<file path="config.mk">
export PLATFORM = sky130hd
export DESIGN_NAME = ack_frame_checker_core
export DESIGN_NICKNAME = d
export VERILOG_FILES = /design/src/hw/rtl/akfc_pkg.sv /design/src/hw/rtl/ack_frame_checker_core.sv /design/src/hw/rtl/akfc_cfg_regs.sv
export SDC_FILE = /design/constraint.sdc
export NUM_CORES = 1
export LEC_CHECK = 0
export BUFFER_PORTS_ARGS = -buffer_cell sky130_fd_sc_hd__buf_4
export CORE_MARGIN = 1
export CORE_UTILIZATION = 50
export DETAILED_ROUTE_END_ITERATION = 10
export PLACE_DENSITY = 0.77
export SLEW_MARGIN = 5
export SYNTH_ARGS = -nofsm -noshare
export SYNTH_HDL_FRONTEND = slang
export SYNTH_SLANG_ARGS = --single-unit
</file>
<file path="constraint.sdc">
create_clock -name clk -period 2.4 [get_ports clk]
set_input_delay 0.24 -clock clk [delete_from_list [all_inputs] [get_ports clk]]
set_output_delay 0.24 -clock clk [all_outputs]
set_load 0.005 [all_outputs]
</file>
<file path="src/hw/rtl/akfc_pkg.sv">
// shared types, constants and the crc byte step for the ack frame checker
package akfc_pkg;

    localparam int unsigned BYTE_W          = 8;
    localparam int unsigned CRC_W           = 16;
    localparam int unsigned ADDR_W          = 4;
    localparam int unsigned APB_DATA_W      = 32;
    localparam int unsigned IN_DATA_W       = 16;
    localparam int unsigned OUT_DATA_W      = 16;

    localparam logic [CRC_W-1:0]  CRC_INIT        = 16'hFFFF;
    localparam logic [CRC_W-1:0]  CRC_POLY        = 16'h1021;
    localparam logic [BYTE_W-1:0] MIN_FRAME_BYTES = 8'd8;
    localparam logic [BYTE_W-1:0] HEADER_BYTES    = 8'd6;
    localparam logic [BYTE_W-1:0] COUNT_MAX       = 8'hFF;
    localparam logic [BYTE_W-1:0] PAD_BYTE        = 8'h00;

    // header byte positions
    localparam logic [BYTE_W-1:0] POS_MAGIC    = 8'd0;
    localparam logic [BYTE_W-1:0] POS_VERSION  = 8'd1;
    localparam logic [BYTE_W-1:0] POS_ACK_TYPE = 8'd2;
    localparam logic [BYTE_W-1:0] POS_SENDER   = 8'd3;
    localparam logic [BYTE_W-1:0] POS_SEQ      = 8'd4;

    // register indexes
    localparam logic [1:0] REG_MAGIC    = 2'd0;
    localparam logic [1:0] REG_VERSION  = 2'd1;
    localparam logic [1:0] REG_ACK_TYPE = 2'd2;
    localparam logic [1:0] REG_SENDER   = 2'd3;

    localparam logic [BYTE_W-1:0] MAGIC_RESET    = 8'hA5;
    localparam logic [BYTE_W-1:0] VERSION_RESET  = 8'h01;
    localparam logic [BYTE_W-1:0] ACK_TYPE_RESET = 8'h20;
    localparam logic [BYTE_W-1:0] SENDER_RESET   = 8'hF0;

    typedef struct packed {
        logic [BYTE_W-1:0] magic_value;
        logic [BYTE_W-1:0] version_value;
        logic [BYTE_W-1:0] ack_type_value;
        logic [BYTE_W-1:0] sender_value;
    } akfc_cfg_t;

    // one byte of crc-16, msb first, unrolled over the eight bits
    function automatic logic [CRC_W-1:0] crc_byte(input logic [CRC_W-1:0] crc,
                                                  input logic [BYTE_W-1:0] b);
        logic [CRC_W-1:0] c;
        c = crc ^ {b, 8'h00};
        for (int i = 0; i < 8; i++)
        begin
            if (c[CRC_W-1])
                c = {c[CRC_W-2:0], 1'b0} ^ CRC_POLY;
            else
                c = {c[CRC_W-2:0], 1'b0};
        end
        return c;
    endfunction

endpackage

</file>
<file path="src/hw/rtl/ack_frame_checker_core.sv">
// Acknowledgement frame checker. Takes one frame byte per beat on s_axis and gives one
// result beat on m_axis for the beat marked tlast: bit 0 pass/fail, bits 8:1 the frame
// length (saturating at 255). One byte is taken every cycle unless stalled; the
// rate is set by the unrolled eight-bit crc-16 step (poly 0x1021, init 0xFFFF) between
// the frame state registers and the result register. The result is registered from its
// last byte and held until m_axis_tready. s_axis_tready is low only while a result
// waits and m_axis_tready is low. Header values are set over the apb port at 0x0..0xC.
module ack_frame_checker_core
    import akfc_pkg::*;
(
    input  logic                  clk,
    input  logic                  rst_n,
    // apb configuration
    input  logic                  psel,
    input  logic                  penable,
    input  logic                  pwrite,
    input  logic [ADDR_W-1:0]     paddr,
    input  logic [APB_DATA_W-1:0] pwdata,
    output logic [APB_DATA_W-1:0] prdata,
    output logic                  pready,
    // byte stream in
    input  logic                  s_axis_tvalid,
    output logic                  s_axis_tready,
    input  logic [IN_DATA_W-1:0]  s_axis_tdata,  // [7:0] rx_byte, [15:8] expected_seq
    input  logic                  s_axis_tlast,  // frame_end
    // result out
    output logic                  m_axis_tvalid,
    input  logic                  m_axis_tready,
    output logic [OUT_DATA_W-1:0] m_axis_tdata   // [0] ack_ok, [8:1] frame_length, rest 0
);

    akfc_cfg_t cfg;

    logic [CRC_W-1:0]  crc_reg, crc_next, crc_upd;
    logic [BYTE_W-1:0] held0_reg, held0_next;
    logic [BYTE_W-1:0] held1_reg, held1_next;
    logic [BYTE_W-1:0] count_reg, count_next, count_inc;
    logic              hdr_good_reg, hdr_good_next, hdr_good_upd;
    logic              out_valid_reg, out_valid_next;
    logic              out_ok_reg, out_ok_next;
    logic [BYTE_W-1:0] out_len_reg, out_len_next;

    logic              in_beat;
    logic [BYTE_W-1:0] rx_byte;
    logic [BYTE_W-1:0] expected_seq;
    logic [BYTE_W-1:0] want;
    logic              frame_ok;

    akfc_cfg_regs u_cfg_regs (
        .clk     (clk),
        .rst_n   (rst_n),
        .psel    (psel),
        .penable (penable),
        .pwrite  (pwrite),
        .paddr   (paddr),
        .pwdata  (pwdata),
        .prdata  (prdata),
        .pready  (pready),
        .cfg     (cfg)
    );

    assign rx_byte       = s_axis_tdata[BYTE_W-1:0];
    assign expected_seq  = s_axis_tdata[2*BYTE_W-1:BYTE_W];
    assign s_axis_tready = !out_valid_reg || m_axis_tready;
    assign in_beat       = s_axis_tvalid && s_axis_tready;

    always_comb
    begin
        case (count_reg)
            POS_MAGIC:    want = cfg.magic_value;
            POS_VERSION:  want = cfg.version_value;
            POS_ACK_TYPE: want = cfg.ack_type_value;
            POS_SENDER:   want = cfg.sender_value;
            POS_SEQ:      want = expected_seq;
            default:      want = PAD_BYTE;
        endcase
    end

    // the two newest bytes are the trailer, so crc runs two bytes behind
    assign crc_upd      = (count_reg >= 8'd2) ? crc_byte(crc_reg, held0_reg) : crc_reg;
    assign hdr_good_upd = hdr_good_reg && ((count_reg >= HEADER_BYTES) || (rx_byte == want));
    assign count_inc    = (count_reg == COUNT_MAX) ? count_reg : count_reg + 8'd1;
    assign frame_ok     = hdr_good_upd
                          && (count_inc >= MIN_FRAME_BYTES)
                          && (count_inc >= HEADER_BYTES)
                          && ({held1_reg, rx_byte} == crc_upd);

    always_comb
    begin
        crc_next       = crc_reg;
        held0_next     = held0_reg;
        held1_next     = held1_reg;
        count_next     = count_reg;
        hdr_good_next  = hdr_good_reg;
        out_valid_next = out_valid_reg && !m_axis_tready;
        out_ok_next    = out_ok_reg;
        out_len_next   = out_len_reg;
        if (in_beat)
        begin
            if (s_axis_tlast)
            begin
                crc_next       = CRC_INIT;
                held0_next     = '0;
                held1_next     = '0;
                count_next     = '0;
                hdr_good_next  = 1'b1;
                out_valid_next = 1'b1;
                out_ok_next    = frame_ok;
                out_len_next   = count_inc;
            end
            else
            begin
                crc_next      = crc_upd;
                held0_next    = held1_reg;
                held1_next    = rx_byte;
                count_next    = count_inc;
                hdr_good_next = hdr_good_upd;
            end
        end
    end

    always_ff @(posedge clk or negedge rst_n)
    begin
        if (!rst_n)
        begin
            crc_reg       <= CRC_INIT;
            held0_reg     <= '0;
            held1_reg     <= '0;
            count_reg     <= '0;
            hdr_good_reg  <= 1'b1;
            out_valid_reg <= 1'b0;
        end
        else
        begin
            crc_reg       <= crc_next;
            held0_reg     <= held0_next;
            held1_reg     <= held1_next;
            count_reg     <= count_next;
            hdr_good_reg  <= hdr_good_next;
            out_valid_reg <= out_valid_next;
        end
    end

    always_ff @(posedge clk)
    begin
        out_ok_reg  <= out_ok_next;
        out_len_reg <= out_len_next;
    end

    assign m_axis_tvalid = out_valid_reg;
    assign m_axis_tdata  = {{(OUT_DATA_W-BYTE_W-1){1'b0}}, out_len_reg, out_ok_reg};

endmodule

</file>
<file path="src/hw/rtl/akfc_cfg_regs.sv">
// apb register file holding the expected header values
module akfc_cfg_regs
    import akfc_pkg::*;
(
    input  logic                  clk,
    input  logic                  rst_n,
    input  logic                  psel,
    input  logic                  penable,
    input  logic                  pwrite,
    input  logic [ADDR_W-1:0]     paddr,
    input  logic [APB_DATA_W-1:0] pwdata,
    output logic [APB_DATA_W-1:0] prdata,
    output logic                  pready,
    output akfc_cfg_t             cfg
);

    akfc_cfg_t   cfg_reg;
    akfc_cfg_t   cfg_next;
    logic        wr_en;
    logic [1:0]  reg_idx;
    logic [BYTE_W-1:0] wr_byte;
    logic [BYTE_W-1:0] rd_byte;

    assign pready  = 1'b1;
    assign wr_en   = psel && penable && pwrite && pready;
    assign reg_idx = paddr[3:2];
    assign wr_byte = pwdata[BYTE_W-1:0];

    always_comb
    begin
        cfg_next = cfg_reg;
        if (wr_en)
        begin
            case (reg_idx)
                REG_MAGIC:    cfg_next.magic_value    = wr_byte;
                REG_VERSION:  cfg_next.version_value  = wr_byte;
                REG_ACK_TYPE: cfg_next.ack_type_value = wr_byte;
                REG_SENDER:   cfg_next.sender_value   = wr_byte;
                default:      cfg_next = cfg_reg;
            endcase
        end
    end

    always_comb
    begin
        case (reg_idx)
            REG_MAGIC:    rd_byte = cfg_reg.magic_value;
            REG_VERSION:  rd_byte = cfg_reg.version_value;
            REG_ACK_TYPE: rd_byte = cfg_reg.ack_type_value;
            REG_SENDER:   rd_byte = cfg_reg.sender_value;
            default:      rd_byte = '0;
        endcase
    end

    assign prdata = {{(APB_DATA_W-BYTE_W){1'b0}}, rd_byte};
    assign cfg    = cfg_reg;

    always_ff @(posedge clk or negedge rst_n)
    begin
        if (!rst_n)
        begin
            cfg_reg.magic_value    <= MAGIC_RESET;
            cfg_reg.version_value  <= VERSION_RESET;
            cfg_reg.ack_type_value <= ACK_TYPE_RESET;
            cfg_reg.sender_value   <= SENDER_RESET;
        end
        else
        begin
            cfg_reg <= cfg_next;
        end
    end

endmodule

</file>
==> flow_metrics.py, run 1 <==
metrics = {
    "outcome": {
        "status": "finished with violations",
        "failed_checks": "negative setup slack",
    },
    "worst_hold_path": {
        "min_path_type": "primary input to async pin",
    },
    "worst_setup_path": {
        "reg2reg_slack_ns": -0.17,
        "crit_path_end_kind": "register",
        "path_max_fanout": 6,
        "cp.required_ns": 2.64,
        "path_class": "register to register",
        "cp-start-kind": "register",
        "crit_arrival_ns": 2.81,
    },
    "route": {
        "routed_wl_um": 11800,
        "drt-initial-drc-count": 256,
        "vias_per_cell": 5.68,
        "ant_nets": 0,
        "vias": 3891,
        "post_drt_wl_per_cell_um": 17.2,
        "route.detailed.drc": 0,
        "drt-pass1-iter-count": 5,
    },
    "global_route": {
        "grtUsageTotal_pct": 24.2,
        "antenna_found_initial": 0,
        "grt_overflow_total": 0,
        "grt_max_degree": 75,
        "grt_pass1_wl_um": 19300,
        "grt_pass1_vias": 3884,
    },
    "floorplanning": {
        "core-area_um2": 9730,
        "fp.dieArea_um2": 10400,
        "row_count": 36,
        "start_util_pct": 51.5,
        "die_w_um": 102,
        "ios": 111,
        "die_y_um": 102,
    },
    "synth": {
        "yosysWarningCount": 0,
        "synth_ff_type": "dfrtp_1",
        "synthTopCellsByCount": "dfrtp_1, nand2_1, buf_4",
        "avgSynthCellArea_um2": 10.5,
        "synth_seq_area_share_pct": 43.0,
        "synth-edff-count": 9,
        "synth-seq-cells": 83,
        "synthDistinctLibCells": 57,
        "synth_top_area_share_pct": 23.5,
        "synth_top_area_cell": "dfrtp_1",
        "synth_most_common_cell": "dfrtp_1",
        "synthArstFlopShare_pct": 89.2,
        "netlist_area_um2": 5010,
        "synth_area_leaders": "dfrtp_1, dfstp_2, mux2_2",
        "synth_cells": 477,
    },
    "timing": {
        "hold_violations": 0,
        "max-slew-margin-rel_pct": 37.9,
        "clock.fmax_ghz": 0.389,
        "rsz0062_at_grt": "yes",
        "maxSlewViolCount": 0,
        "tightest_slew_ns": 0.932,
        "setup_slack_ns": -0.171,
        "min_period_ns": 2.57,
        "setup_violations": 2,
        "fin_skew_ns": 0.00748,
        "post-route-period-util_pct": 107,
    },
    "layout": {
        "diodes": 0,
        "largest_reg_flops": 32,
        "nNetsFinal": 611,
        "final_cells": 685,
        "area_delta_synth_final_pct": 17.5,
        "drive_above_1_share_pct": 34.4,
    },
    "job": {
        "drv_cap": 0,
    },
    "place": {
        "hpwl_um": 8090,
        "globalplace.congestion": 0.958,
        "port_buffers": 52,
        "dpl.cell_count": 667,
    },
    "cts": {
        "clk_latency_ns": 0.37,
        "cts_made_buffers": 9,
        "tritoncts": "built",
        "clkSlewWorstSetupHoldPaths_ns": 0.08,
        "htreeDepth": 3,
        "clock_sinks": 83,
        "cts-root-buf": "clkbuf_8",
        "cts.path.max_buffers": 2,
        "postCtsHoldBufs": 0,
    },
    "power": {
        "peakVddDrop_mv": 0.387,
        "leakagePower_nw": 2.55,
        "power.density_cell_area_nw_per_um2": 968,
        "power_mw": 5.70,
    },
}
-- critical path: stages, from the launching register on --
cell      delay, ns
dfrtp_2        0.46
inv_2          0.09
buf_4          0.13
ha_1           0.19
inv_1          0.08
buf_4          0.16
o22a_1         0.28
xnor2_1        0.16
nor3_1         0.28
a211oi_2       0.10
o41ai_2        0.29
and4_1         0.23
-- layout by cell type, fill, tap and decap left out, types with 16 or more instances in the layout --
cell,n
o22a_1,19
dfstp_2,27
xnor2_1,26
conb_1,32
a21oi_1,23
nor2_1,22
nand2_1,43
xor2_1,19
mux2_2,32
buf_4,86
nand3b_1,16
dfrtp_1,46
-- path summary, 6_finish.rpt --
kind | cells past startpoint | endpoint | startpoint
max in group asynchronous | 1 | count_reg[1] | rst_n
worst min-delay path | 1 | held0_reg[1] | rst_n
worst max register to register | 11 | out_ok_reg | count_reg[1]
worst min register to register | 2 | held0_reg[2] | held0_reg[2]
worst max-delay path | 11 | out_ok_reg | count_reg[1]
min in group clk | 2 | u_cfg_regs.cfg[8] | pwdata[0]
-- cell families after synthesis --
logic type / synth area share [%]
DFF: 43.0
buffers and inverters: 8.57
xor gates and xnor gates: 8.32
other: 0.150
adders and majority gates: 0.999
muxes: 12.2
and+or+nand+nor: 12.4
AOI/OAI and AO/OA: 14.3
-- what timing repair did --
action | CTS | global route
pin swaps | 12 | 3
gates resized for setup | 11 | 4
setup buffers | 2 | 0
cloned | 0 | 0
hold endpoints to repair | 0 | 0
endpoints found under the setup margin | 2 | 15
-- routing by layer --
| metal | global-route usage (%) | up-vias | wire [um] |
|---|---|---|---|
| li1 | - | 1792 | - |
| met1 | 32.4 | 1907 | 5090 |
| met2 | 39.7 | 172 | 5790 |
| met3 | 3.63 | 20 | 725 |
| met4 | 9.67 | 0 | 185 |
| met5 | 0 | - | 0 |
-- metrics by stage --
| stage | area, um2 | hold WS [ns] | setup TNS, ns | setup slack [ns] | utilization [%] |
|---|---|---|---|---|---|
| floorplan | 5150 | -0.0556 | -0.151 | -0.151 | - |
| global placement | 5620 | 0.431 | -0.172 | -0.165 | 57.7 |
| detailed placement | 5620 | 0.432 | -0.247 | -0.201 | 57.7 |
| CTS | 5870 | 0.0353 | -0.146 | -0.101 | 60.3 |
| global route | 5890 | 0.0929 | -0.677 | -0.369 | 60.5 |
| finish | 5890 | 0.0136 | -0.287 | -0.171 | 60.5 |
-- layout make-up --
| type | count | area [um2] |
|---|---|---|
| Sequential cell | 83 | 2160 |
| Clock inverter | 7 | 68.8 |
| Inverter | 11 | 41.3 |
| Multi-Input combinational cell | 351 | 2610 |
| Fill cell | 832 | 3840 |
| Clock buffer | 9 | 124 |
| Tap cell | 133 | 166 |
| Timing Repair Buffer | 91 | 719 |
-- report_power, final --
part | switching (mW) | internal, mW | leakage (nW)
clock network | 0.528 | 0.477 | 0.0966
logic | 1.26 | 1.33 | 1.48
registers | 0.282 | 1.83 | 0.972
Note: power is estimated with default switching activity, not from simulation.
==> run 2: changes to the inputs <==
--- a/config.mk
+++ b/config.mk
@@ -7,9 +7,9 @@
 export LEC_CHECK = 0
 export BUFFER_PORTS_ARGS = -buffer_cell sky130_fd_sc_hd__buf_4
 export CORE_MARGIN = 1
-export CORE_UTILIZATION = 50
+export CORE_UTILIZATION = 55
 export DETAILED_ROUTE_END_ITERATION = 10
-export PLACE_DENSITY = 0.77
+export PLACE_DENSITY = 0.81
 export SLEW_MARGIN = 5
 export SYNTH_ARGS = -nofsm -noshare
 export SYNTH_HDL_FRONTEND = slang
==> constraint.sdc (replaced) <==
create_clock -name clk -period 2.7 [get_ports clk]
set_input_delay 0.27 -clock clk [delete_from_list [all_inputs] [get_ports clk]]
set_output_delay 0.27 -clock clk [all_outputs]
set_load 0.005 [all_outputs]
==> flow_metrics.py, run 2 (synthesis results as in run 1) <==
metrics = {
    "timing": {
        "hold_violations": 0,
        "tightest_slew_ns": 0.950,
        "max-slew-margin-rel_pct": 36.7,
        "setup_slack_ns": 0.0790,
        "clock.fmax_ghz": 0.382,
        "post-route-period-util_pct": 97.1,
        "fin_skew_ns": 0.0137,
        "setup_violations": 0,
        "finalHoldWorstSlack_ns": 0.0223,
        "maxSlewViolCount": 0,
        "min_period_ns": 2.62,
    },
    "place": {
        "globalplace.congestion": 0.853,
        "dpl.cell_count": 634,
        "hpwl_um": 7810,
        "placed_area_um2": 5480,
        "port_buffers": 52,
        "preCtsSetupSlack_ns": -0.000215,
    },
    "power": {
        "power.density_cell_area_nw_per_um2": 852,
        "power.internal_mw": 3.11,
        "p_comb_share_pct": 43.6,
        "seq_power_share_pct": 38.1,
        "power_mw": 4.91,
        "peakVddDrop_mv": 0.394,
        "switching_share_pct": 36.7,
        "switchingPower_mw": 1.80,
        "leakagePower_nw": 2.49,
        "pwr-share-clk_pct": 18.3,
    },
    "cts": {
        "cts-root-buf": "clkbuf_8",
        "clkSlewWorstSetupHoldPaths_ns": 0.09,
        "htreeDepth": 3,
        "cts_made_buffers": 9,
        "clock_sinks": 83,
        "tritoncts": "built",
        "clk_latency_ns": 0.36,
        "cts.path.max_buffers": 2,
    },
    "layout": {
        "largest_reg_flops": 32,
        "final-seq-area_um2": 2160,
        "mostFrequentLayoutCell": "buf_4",
        "multi_input_area_um2": 2610,
        "area_delta_synth_final_pct": 15.0,
        "fin_area_um2": 5760,
        "n_fill_cell": 673,
        "drive_above_1_share_pct": 33.7,
        "nNetsFinal": 602,
        "final_cells": 651,
        "diodes": 0,
        "most-common-layout-cells": "buf_4, dfrtp_1, nand2_1",
    },
    "route": {
        "drt-pass1-iter-count": 5,
        "route.detailed.drc": 0,
        "drt-initial-drc-count": 249,
        "ant_nets": 0,
        "post_drt_wl_per_cell_um": 17.3,
        "vias": 3831,
        "vias_per_cell": 5.88,
        "routed_wl_um": 11200,
    },
    "worst_setup_path": {
        "path_max_fanout": 7,
        "crit_arrival_ns": 2.84,
        "cp.required_ns": 2.92,
        "path_class": "register to register",
        "setup.worst_path.start": "count_reg[0]",
        "cp-start-kind": "register",
        "reg2reg_to": "out_ok_reg",
        "rr_worst_depth": 11,
        "crit_path_end_kind": "register",
        "crit_path_end": "out_ok_reg",
        "reg2reg_slack_ns": 0.08,
        "r2r_start": "count_reg[0]",
    },
    "global_route": {
        "grt_max_degree": 75,
        "grtUsageTotal_pct": 24.2,
        "grt_pass1_wl_um": 18400,
        "grt_pass1_vias": 3769,
        "antenna_found_initial": 0,
        "grt_overflow_total": 0,
    },
    "floorplanning": {
        "die_y_um": 97.4,
        "row_count": 34,
        "ios": 111,
        "start_util_pct": 57.2,
        "core-area_um2": 8760,
        "die_w_um": 97.4,
        "fp.dieArea_um2": 9490,
    },
    "job": {
        "drv_cap": 0,
    },
    "worst_hold_path": {
        "min_path_type": "primary input to async pin",
    },
    "outcome": {
        "status": "finished clean",
    },
}
[run 2: cell types whose count changed in the layout (fill, tap and decap cells not counted), moves of 2 or more]
cell,previous run,this run
inv_6,0,2
buf_6,3,0
clkinv_2,2,0
buf_12,2,0
buf_4,86,82
a22oi_1,4,2
a22oi_2,0,2
[run 2: worst min path at each step]
stage,from,end,slack [ns],cells after the start
4_1_cts,rst_n,held1_reg[4],0.07,1
3_5_place_dp,rst_n,held1_reg[4],0.47,1
3_3_place_gp,rst_n,held0_reg[1],0.46,1
6_report,rst_n,held0_reg[1],0.02,1
5_1_grt,rst_n,u_cfg_regs.cfg[27],0.11,1
2_1_floorplan,rst_n,count_reg[0],-0.03,0
[run 2: worst max-delay path, stage by stage, from the launching register on]
cell and delay, ns:
dfrtp_2 0.46, inv_2 0.08, ha_4 0.17, buf_4 0.17
a222oi_1 0.32, o22ai_2 0.16, xor2_1 0.16, o22ai_1 0.13
a22oi_1 0.10, o41ai_1 0.37, buf_4 0.18, and4_1 0.18
[run 2: per-stage QoR]
step | utilization, % | setup TNS [ns]
final | 65.7 | 0
after global routing | 65.7 | -0.0161
after CTS | 65.0 | 0
after detailed placement | 62.5 | -0.000215
after global placement | 62.5 | 0
after floorplan | - | 0
[run 2: per-layer routing]
metal,global-route usage (%),vias up,wire length (um)
li1,-,1781,-
met1,31.5,1880,4780
met2,40.9,157,5630
met3,5.25,13,699
met4,6.79,0,130
met5,0,-,0
[run 2: timing repair]
action,CTS,global route
setup buffers,1,0
pin swaps,3,9
hold buffers,0,0
gates resized for setup,3,16
endpoints found under the setup margin,1,2
[run 2: power by group through the flow]
stage / logic (mW) / registers, mW / clock network (mW)
after floorplan: 1.57 / 1.81 / 0
after global placement: 2.02 / 1.86 / 0
after detailed placement: 2.07 / 1.88 / 0
after CTS: 2.10 / 1.86 / 0.920
after global routing: 2.34 / 1.91 / 0.961
final: 2.14 / 1.87 / 0.900
[run 2: cell type report]
type                    instances  share of cell area (%)
well taps                     108                    2.35
clock inverters                 6                   0.890
repair buffers                 82                    10.7
flip-flops and latches         83                    37.5
clock buffers                  10                    2.58
inverters                      11                   0.717
multi-input cells             351                    45.3
==> run 3: changes to the inputs <==
==> constraint.sdc (replaced) <==
create_clock -name clk -period 2.5 [get_ports clk]
set_input_delay 0.25 -clock clk [delete_from_list [all_inputs] [get_ports clk]]
set_output_delay 0.25 -clock clk [all_outputs]
set_load 0.005 [all_outputs]
==> flow_metrics.py, run 3 (synthesis results as in run 1) <==
metrics = {
    "outcome": {
        "status": "finished with violations",
        "failed_checks": "negative setup slack",
    },
    "place": {
        "port_buffers": 52,
        "globalplace.congestion": 0.843,
        "placed_area_um2": 5540,
        "preCtsSetupSlack_ns": -0.0729,
        "hpwl_um": 8020,
    },
    "cts": {
        "tritoncts": "built",
        "clock_sinks": 83,
        "cts_made_buffers": 9,
        "clkSlewWorstSetupHoldPaths_ns": 0.08,
        "cts-root-buf": "clkbuf_8",
        "htreeDepth": 3,
        "cts.path.max_buffers": 2,
        "clk_latency_ns": 0.36,
    },
    "floorplanning": {
        "core-area_um2": 8760,
        "start_util_pct": 57.2,
        "die_y_um": 97.4,
        "ios": 111,
        "row_count": 34,
        "fp.dieArea_um2": 9490,
        "die_w_um": 97.4,
    },
    "global_route": {
        "grt_pass1_wl_um": 18900,
        "antenna_found_initial": 0,
        "grtUsageTotal_pct": 25.1,
        "grt_max_degree": 75,
        "grt_pass1_vias": 3834,
        "grt_overflow_total": 0,
    },
    "layout": {
        "largest_reg_flops": 32,
        "multi_input_area_um2": 2630,
        "fin_area_um2": 5820,
        "n_fill_cell": 656,
        "mostFrequentLayoutCell": "buf_4",
        "area_delta_synth_final_pct": 16.2,
        "nNetsFinal": 606,
        "drive_above_1_share_pct": 34.2,
        "final-seq-area_um2": 2160,
        "final_util_pct": 66.4,
        "diodes": 0,
        "most-common-layout-cells": "buf_4, dfrtp_1, nand2_1",
    },
    "timing": {
        "max-slew-margin-rel_pct": 37.6,
        "tightest_slew_ns": 0.936,
        "clock.fmax_ghz": 0.396,
        "maxSlewViolCount": 0,
        "post-route-period-util_pct": 101,
        "setup_violations": 1,
        "rsz0062_at_grt": "yes",
        "min_period_ns": 2.53,
        "finalHoldWorstSlack_ns": 0.0193,
        "setup_slack_ns": -0.0272,
        "fin_skew_ns": 0.0137,
        "hold_violations": 0,
    },
    "power": {
        "power.internal_mw": 3.46,
        "switching_share_pct": 36.1,
        "switchingPower_mw": 1.95,
        "p_comb_share_pct": 45.1,
        "power.density_cell_area_nw_per_um2": 931,
        "leakagePower_nw": 2.51,
        "seq_power_share_pct": 37.5,
        "peakVddDrop_mv": 0.425,
        "pwr-share-clk_pct": 17.4,
    },
    "route": {
        "ant_nets": 0,
        "routed_wl_um": 11600,
        "drt-initial-drc-count": 253,
        "drt-pass1-iter-count": 5,
        "vias": 3910,
        "route.detailed.drc": 0,
        "vias_per_cell": 5.97,
        "post_drt_wl_per_cell_um": 17.7,
    },
    "worst_setup_path": {
        "cp.required_ns": 2.73,
        "rr_worst_depth": 11,
        "crit_path_end": "out_ok_reg",
        "path_class": "register to register",
        "r2r_start": "count_reg[1]",
        "reg2reg_slack_ns": -0.03,
        "cp-start-kind": "register",
        "crit_path_end_kind": "register",
        "crit_arrival_ns": 2.75,
        "path_max_fanout": 5,
        "setup.worst_path.start": "count_reg[1]",
        "reg2reg_to": "out_ok_reg",
    },
    "job": {
        "drv_cap": 0,
    },
    "worst_hold_path": {
        "min_path_type": "primary input to async pin",
    },
}
run 3: changes by cell type in the layout (fill, tap and decap cells not counted), sizes merged:
cell,change
buf,+4
inv,-4
clkinv,+2
bufinv,+1
clkbuf,+1
run 3: how the worst min path moves through the flow:
stage | start | slack (ns) | depth (start not counted) | to
after CTS | rst_n | 0.06 | 1 | count_reg[6]
after global routing | rst_n | 0.11 | 1 | count_reg[4]
after floorplan | rst_n | -0.05 | 0 | count_reg[0]
final | rst_n | 0.02 | 1 | held1_reg[4]
after detailed placement | rst_n | 0.45 | 1 | held1_reg[4]
after global placement | rst_n | 0.44 | 1 | held0_reg[4]
run 3: critical path, cell delays in order (launching register included):
cell and delay [ns]:
dfrtp_2 0.44, inv_1 0.09, buf_4 0.16, ha_4 0.17
a22oi_2 0.13, a31oi_2 0.12, buf_4 0.15, xor2_1 0.13
o31ai_1 0.22, o21ai_1 0.12, o41ai_2 0.43, and4_1 0.24
run 3: final cells by class:
class	instances	area share (%)
repair buffers	86	11.4
well taps	108	2.32
clock inverters	5	0.968
multi-input cells	351	45.2
flip-flops and latches	83	37.1
clock buffers	11	2.26
inverters	11	0.710
run 3: timing repair:
action	4_1_cts	5_1_grt
setup buffers	0	1
hold buffers	0	0
endpoints found under the hold margin	0	0
pin swaps	7	10
gates resized for setup	3	17
setup endpoints to repair	1	2
run 3: power groups by stage:
stage | Clock, mW | Sequential, mW | Combinational [mW]
after detailed placement | 0 | 2.04 | 2.34
after global placement | 0 | 2.01 | 2.27
after floorplan | 0 | 1.96 | 1.71
final | 0.945 | 2.03 | 2.44
after CTS | 0.959 | 2.01 | 2.38
after global routing | 1.01 | 2.07 | 2.67
run 3: layer usage:
layer / vias up / GRT usage, % / routed length (um)
li1: 1787 / - / -
met1: 1957 / 33.4 / 4950
met2: 149 / 41.9 / 5840
met3: 17 / 3.60 / 615
met4: 0 / 9.05 / 168
met5: - / 0 / 0
run 3: stage by stage:
stage | TNS, ns | cells | total power, mW
CTS | -0.0413 | 654 | 5.35
detailed placement | -0.0729 | 638 | 4.38
global route | -0.127 | 655 | 5.75
finish | -0.0272 | 655 | 5.42
global placement | -0.0345 | 638 | 4.28
floorplan | -0.0508 | 507 | 3.67
